### src/sv/thc_pkg.sv
package thc_pkg;

  // Defaults for the top-level parameters
  localparam int PatternLenDef = 10;
  localparam int TimeBitsDef   = 16;

  // Level range of the voltage control field
  localparam logic [4:0] LevelMin  = 5'd12;
  localparam logic [4:0] LevelMax  = 5'd31;
  localparam logic [4:0] LevelMask = 5'h1F;

  // Bits of the enable control byte
  localparam int EnBit         = 7;
  localparam int PolarityShift = 4;

  // Register reset values
  localparam logic [15:0] TimeoutRst   = 16'd15000;
  localparam logic [15:0] BoostMinRst  = 16'd100;
  localparam logic [15:0] BoostMaxRst  = 16'd500;
  localparam logic [4:0]  BoostLvlRst  = 5'd28;
  localparam logic [15:0] TriggerRst   = 16'd150;
  localparam logic [1:0]  DriveModeRst = 2'd0;
  localparam logic        ActLowRst    = 1'b0;
  localparam logic [4:0]  InitLevelRst = 5'd31;

  typedef enum logic [2:0] {
    CMD_ENABLE  = 3'd0,
    CMD_TICK    = 3'd1,
    CMD_SET_LVL = 3'd2,
    CMD_WR_PAT  = 3'd3,
    CMD_SUSPEND = 3'd4
  } cmd_e;

  typedef enum logic [2:0] {
    REG_TIMEOUT   = 3'd0,
    REG_BOOST_MIN = 3'd1,
    REG_BOOST_MAX = 3'd2,
    REG_BOOST_LVL = 3'd3,
    REG_TRIGGER   = 3'd4,
    REG_MODE      = 3'd5,
    REG_ACT_LOW   = 3'd6,
    REG_INIT_LVL  = 3'd7
  } cfg_reg_e;

  typedef struct packed {
    logic [15:0] timeout;
    logic [15:0] boost_lo;
    logic [15:0] boost_hi;
    logic [4:0]  boost_lvl;
    logic [15:0] trigger;
  } thc_cfg_t;

  typedef struct packed {
    logic        drive_state;
    logic        hw_on;
    logic        timer_armed;
    logic        pat_running;
    logic [4:0]  applied_lvl;
    logic [4:0]  wanted_lvl;
    logic [4:0]  saved_lvl;
    logic [15:0] on_time;
    logic [15:0] countdown;
  } thc_state_t;

  function automatic logic [4:0] clamp_lvl5(logic [4:0] v);
    return (v < LevelMin) ? LevelMin : v;
  endfunction

  function automatic logic [4:0] clamp_lvl8(logic [7:0] v);
    logic [4:0] r;
    if (v < 8'(LevelMin)) r = LevelMin;
    else if (v > 8'(LevelMax)) r = LevelMax;
    else r = v[4:0];
    return r;
  endfunction

  function automatic logic [15:0] pattern_init(int i);
    logic [15:0] r;
    case (i)
      0: r = 16'd150;
      1: r = 16'd50;
      2: r = 16'd350;
      3: r = 16'd50;
      default: r = 16'd0;
    endcase
    return r;
  endfunction

  function automatic logic [15:0] time_mask(int bits);
    return (bits >= 16) ? 16'hFFFF : 16'((32'd1 << bits) - 32'd1);
  endfunction

endpackage

### src/sv/timed_haptic_controller.sv
// Timed vibrator drive controller.
// Input channel (in_valid_i / in_stall_o) carries one command per transaction:
// enable for a duration, 1 ms tick, set level, write pattern entry, suspend.
// Every accepted command yields exactly one status transaction on the output
// channel (out_valid_o / out_stall_i): drive state, applied level, enable
// control byte, on-time and pattern busy, all taken after the command.
// Status is registered at the edge that accepts its command. Throughput is
// one command per cycle while in_stall_o is low; the command is decoded and
// the state updated by a single level of logic between the state registers
// and the status register, with the pattern table read at one address.
// While the status register holds a transaction and out_stall_i is high,
// in_stall_o is raised and the status holds; when it drains, a new command is
// taken in the same cycle.
// Configuration writes (cfg_we_i, cfg_idx_i, cfg_data_i) take effect at once;
// the user is to make them only while no status is outstanding; the block
// does not enforce this. An initial-level write also reloads the applied, wanted and saved levels.
// Reset (rst_ni low) restores register defaults, turns the drive off, stops
// any pattern, reloads the default pattern and empties the status register.
module timed_haptic_controller import thc_pkg::*; #(
  parameter int PATTERN_LEN = PatternLenDef,
  parameter int TIME_BITS   = TimeBitsDef
) (
  input  logic        clk_i,
  input  logic        rst_ni,
  input  logic        cfg_we_i,
  input  logic [2:0]  cfg_idx_i,
  input  logic [15:0] cfg_data_i,
  input  logic        in_valid_i,
  output logic        in_stall_o,
  input  logic [2:0]  command_i,
  input  logic [15:0] duration_ms_i,
  input  logic [7:0]  level_value_i,
  input  logic [3:0]  pattern_slot_i,
  input  logic [15:0] pattern_time_ms_i,
  output logic        out_valid_o,
  input  logic        out_stall_i,
  output logic        drive_on_o,
  output logic [4:0]  voltage_level_o,
  output logic [7:0]  enable_ctl_byte_o,
  output logic [15:0] active_time_ms_o,
  output logic        pattern_busy_o
);

  localparam int SegW  = $clog2(PATTERN_LEN + 1);
  localparam int IdxW  = $clog2(PATTERN_LEN);
  localparam int SlotW = (SegW > 4) ? SegW : 4;
  localparam logic [15:0] TimeMask = time_mask(TIME_BITS);

  thc_cfg_t        cfg_q;
  logic [1:0]      mode_q;
  logic            act_low_q;
  thc_state_t      st_q, st_d;
  logic [SegW-1:0] seg_q, seg_d;
  logic [15:0]     store_q [PATTERN_LEN];
  logic [IdxW-1:0] rd_idx;
  logic            accept;
  logic [SlotW-1:0] slot_ext;
  logic            slot_ok;
  logic [4:0]      init_lvl;
  logic [7:0]      ctl_d;
  logic            out_valid_q;

  assign accept   = in_valid_i && !in_stall_o;
  assign slot_ext = SlotW'(pattern_slot_i);
  assign slot_ok  = slot_ext < SlotW'(PATTERN_LEN);
  assign init_lvl = clamp_lvl5(cfg_data_i[4:0] & LevelMask);

  thc_step #(
    .PATTERN_LEN(PATTERN_LEN),
    .TIME_BITS  (TIME_BITS)
  ) u_step (
    .cfg_i        (cfg_q),
    .st_i         (st_q),
    .seg_i        (seg_q),
    .command_i    (command_i),
    .duration_ms_i(duration_ms_i),
    .level_value_i(level_value_i),
    .rd_idx_o     (rd_idx),
    .rd_data_i    (store_q[rd_idx]),
    .st_o         (st_d),
    .seg_o        (seg_d)
  );

  always_ff @(posedge clk_i or negedge rst_ni) begin
    if (!rst_ni) begin
      cfg_q.timeout   <= TimeoutRst;
      cfg_q.boost_lo  <= BoostMinRst;
      cfg_q.boost_hi  <= BoostMaxRst;
      cfg_q.boost_lvl <= BoostLvlRst;
      cfg_q.trigger   <= TriggerRst;
      mode_q          <= DriveModeRst;
      act_low_q       <= ActLowRst;
    end else if (cfg_we_i) begin
      case (cfg_reg_e'(cfg_idx_i))
        REG_TIMEOUT:   cfg_q.timeout   <= cfg_data_i & TimeMask;
        REG_BOOST_MIN: cfg_q.boost_lo  <= cfg_data_i & TimeMask;
        REG_BOOST_MAX: cfg_q.boost_hi  <= cfg_data_i & TimeMask;
        REG_BOOST_LVL: cfg_q.boost_lvl <= cfg_data_i[4:0];
        REG_TRIGGER:   cfg_q.trigger   <= cfg_data_i & TimeMask;
        REG_MODE:      mode_q          <= cfg_data_i[1:0];
        REG_ACT_LOW:   act_low_q       <= cfg_data_i[0];
        default: begin
        end
      endcase
    end
  end

  always_ff @(posedge clk_i or negedge rst_ni) begin
    if (!rst_ni) begin
      st_q.drive_state <= 1'b0;
      st_q.hw_on       <= 1'b0;
      st_q.timer_armed <= 1'b0;
      st_q.pat_running <= 1'b0;
      st_q.applied_lvl <= InitLevelRst;
      st_q.wanted_lvl  <= InitLevelRst;
      st_q.saved_lvl   <= InitLevelRst;
      st_q.on_time     <= '0;
      st_q.countdown   <= '0;
      seg_q            <= '0;
    end else if (cfg_we_i && cfg_reg_e'(cfg_idx_i) == REG_INIT_LVL) begin
      st_q.applied_lvl <= init_lvl;
      st_q.wanted_lvl  <= init_lvl;
      st_q.saved_lvl   <= init_lvl;
    end else if (accept) begin
      st_q  <= st_d;
      seg_q <= seg_d;
    end
  end

  always_ff @(posedge clk_i or negedge rst_ni) begin
    if (!rst_ni) begin
      for (int i = 0; i < PATTERN_LEN; i++) begin
        store_q[i] <= pattern_init(i);
      end
    end else if (accept && cmd_e'(command_i) == CMD_WR_PAT && slot_ok) begin
      store_q[slot_ext[IdxW-1:0]] <= pattern_time_ms_i & TimeMask;
    end
  end

  always_comb begin
    ctl_d = '0;
    ctl_d[PolarityShift] = act_low_q;
    if (mode_q != 2'd0) ctl_d[mode_q - 2'd1] = 1'b1;
    else ctl_d[EnBit] = st_d.hw_on;
  end

  always_ff @(posedge clk_i or negedge rst_ni) begin
    if (!rst_ni) begin
      out_valid_q <= 1'b0;
    end else if (accept) begin
      out_valid_q <= 1'b1;
    end else if (!out_stall_i) begin
      out_valid_q <= 1'b0;
    end
  end

  always_ff @(posedge clk_i) begin
    if (accept) begin
      drive_on_o        <= st_d.hw_on;
      voltage_level_o   <= st_d.applied_lvl;
      enable_ctl_byte_o <= ctl_d;
      active_time_ms_o  <= st_d.on_time;
      pattern_busy_o    <= st_d.pat_running;
    end
  end

  assign out_valid_o = out_valid_q;
  assign in_stall_o  = out_valid_q && out_stall_i;

`ifndef SYNTHESIS
  a_valid_from_accept: assert property (@(posedge clk_i) disable iff (!rst_ni)
    $rose(out_valid_o) |-> $past(in_valid_i && !in_stall_o))
    else $error("status appeared without an accepted command");

  a_timer_xor_pattern: assert property (@(posedge clk_i) disable iff (!rst_ni)
    !(st_q.timer_armed && st_q.pat_running))
    else $error("timer armed while a pattern runs");

  a_level_in_range: assert property (@(posedge clk_i) disable iff (!rst_ni)
    out_valid_o |-> (voltage_level_o >= LevelMin))
    else $error("applied level below range");

  a_on_time_needs_drive: assert property (@(posedge clk_i) disable iff (!rst_ni)
    (out_valid_o && active_time_ms_o != '0) |-> drive_on_o)
    else $error("on-time reported with drive off");
`endif

endmodule

### src/sv/thc_step.sv
module thc_step import thc_pkg::*; #(
  parameter int PATTERN_LEN = PatternLenDef,
  parameter int TIME_BITS   = TimeBitsDef,
  localparam int SegW = $clog2(PATTERN_LEN + 1),
  localparam int IdxW = $clog2(PATTERN_LEN)
) (
  input  thc_cfg_t         cfg_i,
  input  thc_state_t       st_i,
  input  logic [SegW-1:0]  seg_i,
  input  logic [2:0]       command_i,
  input  logic [15:0]      duration_ms_i,
  input  logic [7:0]       level_value_i,
  output logic [IdxW-1:0]  rd_idx_o,
  input  logic [15:0]      rd_data_i,
  output thc_state_t       st_o,
  output logic [SegW-1:0]  seg_o
);

  localparam logic [15:0] TimeMask = time_mask(TIME_BITS);

  logic [15:0]     dur_m, dur_c;
  logic [SegW-1:0] rd_next, rd_sel;
  logic            rd_ok;
  logic            seg_start;
  thc_state_t      st;
  logic [SegW-1:0] seg;
  logic [4:0]      lvl;

  assign dur_m   = duration_ms_i & TimeMask;
  assign dur_c   = (dur_m > cfg_i.timeout) ? cfg_i.timeout : dur_m;
  assign rd_next = seg_i + SegW'(1);
  // enable starts at the first entry, a tick advances to the next one
  assign rd_sel   = (cmd_e'(command_i) == CMD_ENABLE) ? '0 : rd_next;
  assign rd_ok    = rd_sel < SegW'(PATTERN_LEN);
  assign rd_idx_o = rd_sel[IdxW-1:0];
  assign lvl      = clamp_lvl8(level_value_i);

  always_comb begin
    st = st_i;
    seg = seg_i;
    seg_start = 1'b0;
    case (cmd_e'(command_i))
      CMD_ENABLE: begin
        st.pat_running = 1'b0;
        st.timer_armed = 1'b0;
        if (dur_m == '0) begin
          st.drive_state = 1'b0;
          st.hw_on       = 1'b0;
          st.on_time     = '0;
          st.wanted_lvl  = st.saved_lvl;
        end else if (dur_c != '0 && dur_c == cfg_i.trigger) begin
          st.pat_running = 1'b1;
          seg = '0;
          seg_start = 1'b1;
        end else begin
          if (dur_c >= cfg_i.boost_lo && dur_c <= cfg_i.boost_hi &&
              st.wanted_lvl != cfg_i.boost_lvl) begin
            st.saved_lvl  = st.wanted_lvl;
            st.wanted_lvl = cfg_i.boost_lvl;
          end
          st.drive_state = 1'b1;
          st.hw_on       = 1'b1;
          st.applied_lvl = clamp_lvl5(st.wanted_lvl);
          st.on_time     = dur_c;
          st.countdown   = dur_c;
          st.timer_armed = 1'b1;
        end
      end
      CMD_TICK: begin
        if (st.timer_armed) begin
          if (st.countdown <= 16'd1) begin
            st.countdown   = '0;
            st.timer_armed = 1'b0;
            st.drive_state = 1'b0;
            st.hw_on       = 1'b0;
            st.on_time     = '0;
            st.wanted_lvl  = st.saved_lvl;
          end else begin
            st.countdown = st.countdown - 16'd1;
          end
        end else if (st.pat_running) begin
          if (st.countdown <= 16'd1) begin
            st.countdown = '0;
            seg = rd_next;
            seg_start = 1'b1;
          end else begin
            st.countdown = st.countdown - 16'd1;
          end
        end
      end
      CMD_SET_LVL: begin
        st.applied_lvl = lvl;
        st.wanted_lvl  = lvl;
        st.saved_lvl   = lvl;
      end
      CMD_SUSPEND: begin
        st.timer_armed = 1'b0;
        st.hw_on       = 1'b0;
        st.on_time     = '0;
      end
      default: begin
      end
    endcase

    if (seg_start) begin
      if (!rd_ok || rd_data_i == '0) begin
        // end of pattern
        st.pat_running = 1'b0;
        if (st.drive_state) begin
          st.drive_state = 1'b0;
          st.hw_on       = 1'b0;
          st.on_time     = '0;
        end
        st.wanted_lvl = st.saved_lvl;
      end else if (!rd_sel[0]) begin
        // even entries are on segments
        if (rd_data_i >= cfg_i.boost_lo && rd_data_i <= cfg_i.boost_hi) begin
          if (st.wanted_lvl != cfg_i.boost_lvl) begin
            st.saved_lvl  = st.wanted_lvl;
            st.wanted_lvl = cfg_i.boost_lvl;
          end
        end else begin
          st.wanted_lvl = st.saved_lvl;
        end
        st.drive_state = 1'b1;
        st.hw_on       = 1'b1;
        st.applied_lvl = clamp_lvl5(st.wanted_lvl);
        st.on_time     = rd_data_i;
        st.countdown   = rd_data_i;
      end else begin
        st.drive_state = 1'b0;
        st.hw_on       = 1'b0;
        st.on_time     = '0;
        st.countdown   = rd_data_i;
      end
    end
  end

  assign st_o  = st;
  assign seg_o = seg;

endmodule
### config.mk
export PLATFORM = sky130hd
export DESIGN_NAME = timed_haptic_controller
export DESIGN_NICKNAME = d
export VERILOG_FILES = /design/src/sv/thc_pkg.sv /design/src/sv/timed_haptic_controller.sv /design/src/sv/thc_step.sv
export SDC_FILE = /design/constraint.sdc
export NUM_CORES = 1
export LEC_CHECK = 0
export ABC_CLOCK_PERIOD_IN_PS = 7000
export BUFFER_PORTS_ARGS = -buffer_cell sky130_fd_sc_hd__clkbuf_2
export CORE_ASPECT_RATIO = 1.2
export CORE_MARGIN = 2
export CORE_UTILIZATION = 40
export CTS_CLUSTER_DIAMETER = 60
export DETAILED_ROUTE_END_ITERATION = 16
export SLEW_MARGIN = 20
export SYNTH_ARGS = -nofsm -noshare
export SYNTH_HDL_FRONTEND = slang
export SYNTH_SLANG_ARGS = --single-unit
### constraint.sdc
create_clock -name clk_i -period 7 [get_ports clk_i]
set_clock_uncertainty 0.2 [all_clocks]
set_input_delay 0.35 -clock clk_i [delete_from_list [all_inputs] [get_ports clk_i]]
set_output_delay 0.35 -clock clk_i [all_outputs]
set_load 0.01 [all_outputs]
Yosys cells after proc, flatten, opt, wreduce, memory -nomap -nowiden --
Cells that the tools add are included.
Word-level totals: flip-flop bits (word level) 319, input bits 71, output and inout port bits 33, word-level logic and storage cells 198
Cells by class: $add $sub $neg 3, order comparisons 18, eq/ne operators 20, mux-type cells 86, bitwise operators 4, reduce and logical (&&, ||, !) cells 33
Operators by type and width (number):
- 16-bit two-way mux | 14
- 47-bit two-way mux | 4
- 160-bit bitwise mux | 1
- 5-bit two-way mux | 18
- 16-bit binary-select mux with 4-bit select | 1
- 16-bit demux with 4-bit select | 1
- 10-bit two-way mux | 5
- 48-bit two-way mux | 1
- 16-bit one-hot mux with 3 select lines | 1
- 16-bit greater-or-equal comparator | 2
- 16-bit <= comparator | 2
- 16-bit zero test | 2
- 32-bit two-way mux | 1
- 16-bit one-hot mux with 2 select lines | 1
- 15-bit two-way mux | 2
- 4-bit two-way mux | 6
- 5-bit one-hot mux with 2 select lines | 2
- 16-bit equality test | 1
- 16-bit greater-than comparator | 1
- 16-bit by 1-bit <= comparator with 1-bit output, second input constant | 1
- 2-bit AND reduction | 8
- 16-bit nonzero test | 1
- 16-bit by 1-bit subtractor with 16-bit output, second input constant | 1
- 3-bit equality test, second input constant | 5
- other kinds (35) | 82

Depth between registers and ports, before layout --
Gate-level depths: netlist of the first run.
word-level depth 29, depth in mapped cells 22, gate-level depth less buffers 19

By module --
A second synthesis of the first run with hierarchy kept.
Unflattened totals: cell total of the unflattened synthesis 1717, area total of the unflattened synthesis 18944.4 um^2
Modules (own cells, without submodules):
- timed_haptic_controller | instances 1, cells each 877, area an instance 13452.9 um^2
- thc_step | instances 1, cells each 840, area an instance 5491.5 um^2

Worst setup path after synthesis of the first run --
OpenSTA, ideal clock, no wires.
kind flip-flop to flip-flop, from register cfg_q[66] in the netlist's numbering, to register st_q[34] in the netlist's numbering, arrival time 5677 ps, setup slack 1041 ps, stages on the path, launching flop included 22, path buffers 2, period minus slack after synthesis 5959 ps, cell sequence dfstp_2 -> inv_1 -> ha_1 -> nand4_1 -> nor4_1 -> a21boi_0 -> o31a_1 -> buf_2 -> buf_1 -> mux2i_1 -> inv_1 -> ha_1 -> nand4_1 -> nor4_1 -> nor3_1 -> o31a_1 -> nor3_2 -> a211oi_1 -> or4_1 -> nor4_2 -> nor4_1 -> a211o_1
Between the ends: longest elaborated chain between the ends 22, elaborated cells between the ends (all ways) 31, classes of those cells order compare: 3; eq/ne: 2; mux: 22; reduce/logical: 4
RTL lines:
- start: declaration | RTL line timed_haptic_controller.sv:49 | thc_cfg_t cfg_q;
- 16-bit greater-than comparator | RTL line thc_step.sv:30 | assign dur_c = (dur_m > cfg_i.timeout) ? cfg_i.timeout : dur_m;
- 16-bit two-way mux (*) | RTL line thc_step.sv:30
- 16-bit greater-or-equal comparator or 16-bit <= comparator (tied branches) | RTL line thc_step.sv:56 | if (dur_c >= cfg_i.boost_lo && dur_c <= cfg_i.boost_hi &&
- 1-bit logical AND (2 in series) | RTL line thc_step.sv:56
- 10-bit two-way mux | RTL line thc_step.sv:56
- 10-bit two-way mux | RTL line thc_step.sv:51 | end else if (dur_c != '0 && dur_c == cfg_i.trigger) begin
- 10-bit two-way mux | RTL line thc_step.sv:46 | if (dur_m == '0) begin
- 10-bit two-way mux | RTL line thc_step.sv:42 | case (cmd_e'(command_i))
- (+5 left out)
- 5-bit inequality test | RTL line thc_step.sv:118 | if (st.wanted_lvl != cfg_i.boost_lvl) begin
- 10-bit two-way mux | RTL line thc_step.sv:118
- 5-bit two-way mux | RTL line thc_step.sv:117 | if (rd_data_i >= cfg_i.boost_lo && rd_data_i <= cfg_i.boost_hi) begin
- 15-bit two-way mux | RTL line thc_step.sv:115 | end else if (!rd_sel[0]) begin
- 5-bit two-way mux | RTL line thc_step.sv:106 | if (!rd_ok || rd_data_i == '0) begin
- 48-bit two-way mux (*) | RTL line thc_step.sv:105 | if (seg_start) begin
- 47-bit two-way mux (*) | RTL line timed_haptic_controller.sv:124 | end else if (accept) begin
- 15-bit two-way mux (*) | RTL line timed_haptic_controller.sv:120 | end else if (cfg_we_i && cfg_reg_e'(cfg_idx_i) == REG_INIT_LVL) begin
- end signal: assignment | RTL line timed_haptic_controller.sv:125 | st_q <= st_d;
- end: declaration | RTL line timed_haptic_controller.sv:52 | thc_state_t st_q, st_d;
Mark *: on every way between the ends. The rest lies on a longest branch, timed or not. The select of a mux whose other input is x is not followed. A chain may end at the register's enable or synchronous reset.

Worst setup path after layout of the first run --
from register cfg_q[66] in the netlist's numbering, to register st_q[42] in the netlist's numbering
Between the ends: longest elaborated chain between the ends 27, elaborated cells between the ends (all ways) 40, classes of those cells order compare: 5; eq/ne: 2; mux: 29; reduce/logical: 4
RTL lines:
- 16-bit greater-than comparator | RTL line thc_step.sv:30
- 16-bit two-way mux (*) | RTL line thc_step.sv:30
- 16-bit greater-or-equal comparator or 16-bit <= comparator (tied branches) | RTL line thc_step.sv:56
- 1-bit logical AND (2 in series) | RTL line thc_step.sv:56
- 10-bit two-way mux | RTL line thc_step.sv:56
- 10-bit two-way mux | RTL line thc_step.sv:51
- 10-bit two-way mux | RTL line thc_step.sv:46
- 10-bit two-way mux | RTL line thc_step.sv:42
- (+10 left out)
- 5-bit two-way mux | RTL line thc_step.sv:105
- 5-bit by 4-bit < comparator with 1-bit output | RTL line thc_pkg.sv:66 | return (v < LevelMin) ? LevelMin : v;
- 5-bit two-way mux | RTL line thc_pkg.sv:66
- 15-bit two-way mux | RTL line thc_step.sv:115
- 5-bit two-way mux | RTL line thc_step.sv:106
- 48-bit two-way mux (*) | RTL line thc_step.sv:105
- 47-bit two-way mux (*) | RTL line timed_haptic_controller.sv:124
- 15-bit two-way mux (*) | RTL line timed_haptic_controller.sv:120
Marked as above.

==> results of run 1 <==
report_power, final:
part	total, mW	switching [mW]	internal, mW
combinational	1.70	1.03	0.672
sequential	2.44	0.265	2.18
clock	1.94	0.828	1.11
critical path, stage by stage, from the launching register on:
cell and delay, ns:
dfstp_2 0.56, inv_1 0.07, ha_1 0.29, nand4_1 0.16, nor4_1 0.37, a21boi_0 0.22
o31a_1 0.51, mux2i_1 0.59, inv_1 0.24, ha_1 0.37, nand4_1 0.20, inv_1 0.07
a221oi_1 0.54, or2_2 0.24, nand4_1 0.09, buf_4 0.21, nor3_1 0.34, a211oi_1 0.20
a311oi_1 0.62, a211oi_1 0.15, o21ai_1 0.16
path summary, 6_finish.rpt:
kind	start	to	slack, ns	cells after the start
worst max-delay path	cfg_q[66]$_DFFE_PN1P_	st_q[42]$_DFFE_PN1P_	0.52	20
worst min-delay path	cfg_we_i	mode_q[0]$_DFFE_PN0P_	0.05	3
worst max register to register	cfg_q[66]$_DFFE_PN1P_	st_q[42]$_DFFE_PN1P_	0.52	20
worst min register to register	act_low_q$_DFFE_PN0P_	enable_ctl_byte_o[4]$_DFFE_PP_	0.25	0
max in group asynchronous	rst_ni	seg_q[0]$_DFFE_PN0P_	5.01	3
min in group asynchronous	rst_ni	st_q[22]$_DFFE_PN0P_	0.13	2
cell type report:
class	count	area [µm²]	share of cell area
tap	623	779	0.0357
timing repair buffer	180	1210	0.0555
inverter	90	338	0.0155
clock inverter	11	95.1	0.00436
multi-input combinational	1392	10100	0.465
clock buffer	59	1110	0.0509
sequential	317	8150	0.373
routing by layer:
metal / up-vias / GRT usage / share of wire
li1: 7283 / - / -
met1: 7933 / 0.327 / 0.41
met2: 619 / 0.445 / 0.49
met3: 144 / 0.0318 / 0.057
met4: 0 / 0.110 / 0.041
met5: - / 0 / 0
repair_timing:
item,CTS,global route
buffers inserted,0,1
gates resized for setup,0,0
hold buffers,36,0
endpoints found under the setup margin,0,7
endpoints found under the hold margin,291,0
through the flow:
| stage | power, mW | util | instance area (µm²) |
|---|---|---|---|
| finish | 6.08 | 0.464 | 21800 |
| global route | 6.40 | 0.464 | 21800 |
| CTS | 6.09 | 0.464 | 21800 |
| detailed placement | 4.11 | 0.431 | 20300 |
| global placement | 4.09 | 0.431 | 20300 |
| floorplan | 3.49 | - | 19100 |
registers in the layout, indices dropped and copies added (netlist names):
signal	count
store_q	160
cfg_q	69
st_q	51
active_time_ms_o	16
enable_ctl_byte_o	6
voltage_level_o	5
seg_q	4
mode_q	2
act_low_q	1
drive_on_o	1
out_valid_o	1
pattern_busy_o	1
kinds of logic after synthesis:
family,count (synthesis)
flops,317
other cells,1
buf+inv,202
xor+xnor,45
compound gates,484
mux,259
fa+ha+maj,83
simple gates,518
layout by cell type (no fill, tap or decap), drive strengths merged, types with 7 or more instances in the layout:
cell type	synthesis	routed
ha	83	83
a311o	10	10
nor3b	20	20
o31ai	13	13
o22a	9	9
mux2i	49	49
nor2b	19	19
a21oi	82	82
a22oi	17	17
dlygate4sd3	0	36
dfrtp	234	234
xnor2	20	20
mux2	208	208
a211oi	25	25
nand2b	10	10
nand3	46	46
o22ai	16	16
nand2	185	185
clkbuf	67	159
o21a	9	9
a221oi	9	9
o211ai	8	8
a2111oi	8	8
edfxtp	29	29
o21ai	149	149
inv	89	95
o21bai	13	13
nor3	40	40
nand4	30	30
o311a	14	14
nor2	85	85
a21o	17	17
a31oi	21	21
or3	8	8
xor2	25	25
nor4	32	32
a21boi	13	13
dfstp	54	54
and3	7	7
buf	45	44
==> flow_metrics.env, run 1 <==
export IMPL_status="complete, no violations"
export IMPL_slew_headroom=0.222
export IMPL_fin_crit_ns=6.48
export IMPL_place_inst=2565
export IMPL_slew_viol_final=0
export IMPL_initial_core_util=0.405
export IMPL_synth_xor_area_frac=0.0207
export IMPL_critPathKind="reg -> reg"
export IMPL_std_cell_rows=87
export IMPL_grt_setup_unrepaired="no"
export IMPL_synth_cell_type_count=84
export IMPL_path_clk_slew_ns=0.06
export IMPL_yosys_top_cells_count="dfrtp_1 (234), mux2_2 (208), nand2_1 (185), o21ai_0 (130), inv_1 (89)"
export IMPL_gp_congestion=0.965
export IMPL_ys_flop_type="dfrtp_1"
export IMPL_final_fill_count=4538
export IMPL_grt_pass1_wl_um=98100
export IMPL_diodes=0
export IMPL_yosysMostFrequentCell="dfrtp_1"
export IMPL_io_pins=104
export IMPL_drive_gt1_frac=0.239
export IMPL_ir_worst_vdd_uv=161
export IMPL_antenna_found_initial=0
export IMPL_synth_top_family_by_area="compound AO/OA/AOI/OAI gates"
export IMPL_post_synth_cell_area_avg_um2=9.98
export IMPL_worst_ep_arrival_time_ns=6.78
export IMPL_yosys_area_top_type="dfrtp_1"
export IMPL_powerDensity_nw_per_um2=279
export IMPL_drc_errors=0
export IMPL_hold_class="in -> reg"
export IMPL_synth_top_area_frac=0.307
export IMPL_clkSinkCount=317
export IMPL_clkLatencyLatePin_ns=0.57
export IMPL_instances_no_fill=2672
export IMPL_cap_violations=0
export IMPL_synthSimpleGateAreaFrac=0.135
export IMPL_synth_edf_count=29
export IMPL_drtAntennaViolNets=0
export IMPL_crit_path_end_kind="flop"
export IMPL_post_drt_wl_per_cell_um=23.9
export IMPL_htreeDepth=2
export IMPL_dp_slack_ns=0.391
export IMPL_ys_ff_latch=317
export IMPL_first_iter_violations=1299
export IMPL_yosysWarnings=0
export IMPL_fin_hold_ws_ns=0.0467
export IMPL_synth_compound_area_share=0.168
export IMPL_worstPathRequired_ns=7.30
export IMPL_dpl_hpwl_um=46000
export IMPL_cts_root_buf="clkbuf_16"
export IMPL_fin_tns_setup_ns=0
export IMPL_grt_usage=0.259
export IMPL_ys_seq_area_frac=0.428
export IMPL_cp_start_kind="flop"
export IMPL_layout_setup_ws_ns=0.516
export IMPL_synth_area_top_cells="dfrtp_1 (31%), mux2_2 (12%), dfstp_2 (7.4%)"
export IMPL_viasPerCell=5.98
export IMPL_fin_crit_sh=0.926
export IMPL_die_y_um=243
export IMPL_num_vias=15979
export IMPL_max_freq_ghz=0.154
export IMPL_chipWidth_um=203
export IMPL_coreArea_um2=47000
export IMPL_synthCells=1909
export IMPL_drt_total_wl_um=63900
export IMPL_finalNetCount=2174
export IMPL_clockBufferDepth=3
export IMPL_first_pass_iters=7
export IMPL_worst_pin_slew_ns=1.16
export IMPL_cts_tree="yes"
export IMPL_cp_max_fo=9
export IMPL_areaGrowthSynthToFinish_pct=14.6
export IMPL_cts_made_buffers=39
export IMPL_hold_violations=0
export IMPL_synth_mux_area_frac=0.151
export IMPL_grt_max_degree=165
export IMPL_synthAdderAreaFrac=0.0545
export IMPL_leakage_nw=9.58
export IMPL_die_area_um2=49400
export IMPL_synth_area_um2=19000
export IMPL_grt_ovfl_total=0
export IMPL_port_buffers=101
export IMPL_finalSetupViolations=0
export IMPL_grt_pass1_vias=16100
export IMPL_synthArstFlopShare=0.909
Note: power is estimated with default switching activity, not from simulation.
==> run 2, diff against run 1 <==
--- a/config.mk
+++ b/config.mk
@@ -5,11 +5,13 @@
 export SDC_FILE = /design/constraint.sdc
 export NUM_CORES = 1
 export LEC_CHECK = 0
+export ABC_AREA = 1
 export ABC_CLOCK_PERIOD_IN_PS = 7000
 export BUFFER_PORTS_ARGS = -buffer_cell sky130_fd_sc_hd__clkbuf_2
 export CORE_ASPECT_RATIO = 1.2
 export CORE_MARGIN = 2
 export CORE_UTILIZATION = 40
+export CTS_BUF_LIST = sky130_fd_sc_hd__clkbuf_4 sky130_fd_sc_hd__clkbuf_8 sky130_fd_sc_hd__clkbuf_16
 export CTS_CLUSTER_DIAMETER = 60
 export DETAILED_ROUTE_END_ITERATION = 16
 export SLEW_MARGIN = 20
==> flow_metrics.env, run 2 <==
export IMPL_worst_pin_slew_ns=1.10
export IMPL_gp_congestion=0.916
export IMPL_synth_compound_area_share=0.201
export IMPL_hold_class="in -> reg"
export IMPL_synthAdderAreaFrac=0.0558
export IMPL_std_cell_rows=86
export IMPL_first_iter_violations=1510
export IMPL_io_pins=104
export IMPL_viasPerCell=5.48
export IMPL_synthArstFlopShare=0.909
export IMPL_powerDensity_nw_per_um2=287
export IMPL_clockBufferDepth=3
export IMPL_cts_made_buffers=41
export IMPL_dpl_hpwl_um=43800
export IMPL_cp_slowest_cell="dfstp_2"
export IMPL_grt_busiest_layer="met2"
export IMPL_die_y_um=240
export IMPL_worstPathRequired_ns=7.09
export IMPL_fin_crit_sh=0.824
export IMPL_path_clk_slew_ns=0.06
export IMPL_synth_top_area_frac=0.314
export IMPL_fin_tns_setup_ns=0
export IMPL_grt_pass1_vias=16598
export IMPL_grt_met2_usage=0.441
export IMPL_yosysWarnings=0
export IMPL_clkSinkCount=317
export IMPL_max_freq_ghz=0.173
export IMPL_slew_viol_final=0
export IMPL_drtAntennaViolNets=0
export IMPL_final_util=0.465
export IMPL_cpMostUsedCell="nand2_1"
export IMPL_die_area_um2=48300
export IMPL_final_cell_mix="nand2_1 (575), o21ai_0 (417), inv_1 (258)"
export IMPL_areaGrowthSynthToFinish_pct=14.8
export IMPL_grt_setup_unrepaired="no"
export IMPL_layout_commonest_cell="nand2_1"
export IMPL_finalNetCount=2657
export IMPL_crit_path_end_kind="flop"
export IMPL_fin_crit_ns=5.77
export IMPL_crit_buf_inv=5
export IMPL_status="complete, no violations"
export IMPL_synth_cell_type_count=57
export IMPL_synthSimpleGateAreaFrac=0.224
export IMPL_synth_area_um2=18600
export IMPL_post_synth_cell_area_avg_um2=7.75
export IMPL_num_vias=17259
export IMPL_htreeDepth=2
export IMPL_critPathKind="reg -> reg"
export IMPL_use_met3=0.0354
export IMPL_post_drt_wl_per_cell_um=19.5
export IMPL_grt_usage=0.255
export IMPL_ir_worst_vdd_uv=225
export IMPL_leakage_nw=10.2
export IMPL_chipWidth_um=201
export IMPL_cts_tree="yes"
export IMPL_slew_headroom=0.268
export IMPL_yosys_area_top_type="dfrtp_1"
export IMPL_port_buffers=101
export IMPL_synth_xor_area_frac=0.00423
export IMPL_largest_reg_flops=160
export IMPL_ys_seq_area_frac=0.437
export IMPL_cts_root_buf="clkbuf_16"
export IMPL_drt_total_wl_um=61500
export IMPL_grt_ovfl_total=0
export IMPL_worst_ep_arrival_time_ns=5.86
export IMPL_first_pass_iters=6
export IMPL_hold_violations=0
export IMPL_synth_area_top_cells="dfrtp_1 (31%), nand2_1 (12%), o21ai_0 (11%)"
export IMPL_coreArea_um2=45900
export IMPL_diodes=0
export IMPL_cts_resized_gates=0
export IMPL_initial_core_util=0.405
export IMPL_yosysMostFrequentCell="nand2_1"
export IMPL_grt_max_degree=119
export IMPL_drive_gt1_frac=0.130
export IMPL_cp_start_kind="flop"
export IMPL_power_total_mw=6.14
export IMPL_yosys_top_cells_count="nand2_1 (575), o21ai_0 (417), inv_1 (258), dfrtp_1 (234), nor2_1 (160)"
export IMPL_grt_pass1_wl_um=95800
export IMPL_finalSetupViolations=0
export IMPL_use_met1=0.318
export IMPL_synth_top_family_by_area="simple AND/OR/NAND/NOR gates"
export IMPL_max_stage_delay_ns=0.53
export IMPL_ys_flop_type="dfrtp_1"
export IMPL_reg_top3="store_q (160), cfg_q (69), st_q (51)"
export IMPL_cp_max_fo=26
export IMPL_drc_errors=0
export IMPL_antenna_found_initial=0
export IMPL_synth_mux_area_frac=0
export IMPL_path_delay_family="simple AND/OR/NAND/NOR gates"
export IMPL_cts_hold_buf=27
export IMPL_clkLatencyLatePin_ns=0.57
export IMPL_cap_violations=0
export IMPL_regMostFlops="store_q"
export IMPL_synth_edf_count=29
export IMPL_postCtsSetupRepairBufs=0
export IMPL_synthCells=2404
export IMPL_ys_ff_latch=317
-- run 2: path summary, 6_finish.rpt --
path | cells after the start | start | slack, ns | end
worst max-delay path | 31 | cfg_q[64]$_DFFE_PN1P_ | 1.23 | voltage_level_o[0]$_DFFE_PP_
worst min-delay path | 3 | pattern_time_ms_i[14] | 0.02 | store_q[14]$_DFFE_PN0P_
worst max register to register | 31 | cfg_q[64]$_DFFE_PN1P_ | 1.23 | voltage_level_o[0]$_DFFE_PP_
worst min register to register | 0 | act_low_q$_DFFE_PN0P_ | 0.25 | enable_ctl_byte_o[4]$_DFFE_PP_
max in group asynchronous | 3 | rst_ni | 4.89 | store_q[134]$_DFFE_PN0P_
min in group asynchronous | 2 | rst_ni | 0.18 | cfg_q[58]$_DFFE_PN0P_
-- run 2: metal layers --
| layer | up-vias | part of all wire |
|---|---|---|
| met3 | 133 | 0.059 |
| met1 | 8245 | 0.41 |
| met5 | - | 0 |
| li1 | 8296 | - |
| met2 | 585 | 0.49 |
| met4 | 0 | 0.042 |
-- run 2: tightest hold or removal path, delay by kind of cell --
family	cells	cell delay (ns)
buf+inv	2	0.21
compound gates	1	0.19
-- run 2: cells by family after synthesis --
group | count (synthesis)
AOI/OAI and AO/OA | 664
xor gates and xnor gates | 9
buffers and inverters | 372
and+or+nand+nor | 958
adders and majority gates | 83
other | 1
DFF | 317
-- run 2: final cells by class --
type | count | area, µm²
clock buffer | 59 | 1190
clock inverter | 16 | 179
fill | 4619 | 24600
inverter | 271 | 1020
multi-input combinational | 1717 | 9060
sequential | 317 | 8150
tap | 616 | 771
timing repair buffer | 155 | 1010
-- run 2: stage by stage --
step           setup slack, ns  hold WS [ns]  instances  area (µm²)
3_5_place_dp              1.27         0.221       3049       19700
4_1_cts                   1.23       0.00608       3151       21400
6_report                  1.23        0.0216       3151       21400
3_3_place_gp              1.34         0.231       3049       19700
5_1_grt                  0.744        0.0399       3151       21400
2_1_floorplan             2.79        -0.146       2406       18600
-- run 2: where the power goes --
group          internal [mW]  switching, mW  total (mW)
Sequential              2.11          0.156        2.26
Combinational          0.561           1.18        1.74
Clock                   1.30          0.840        2.14
Total                   3.96           2.17        6.14
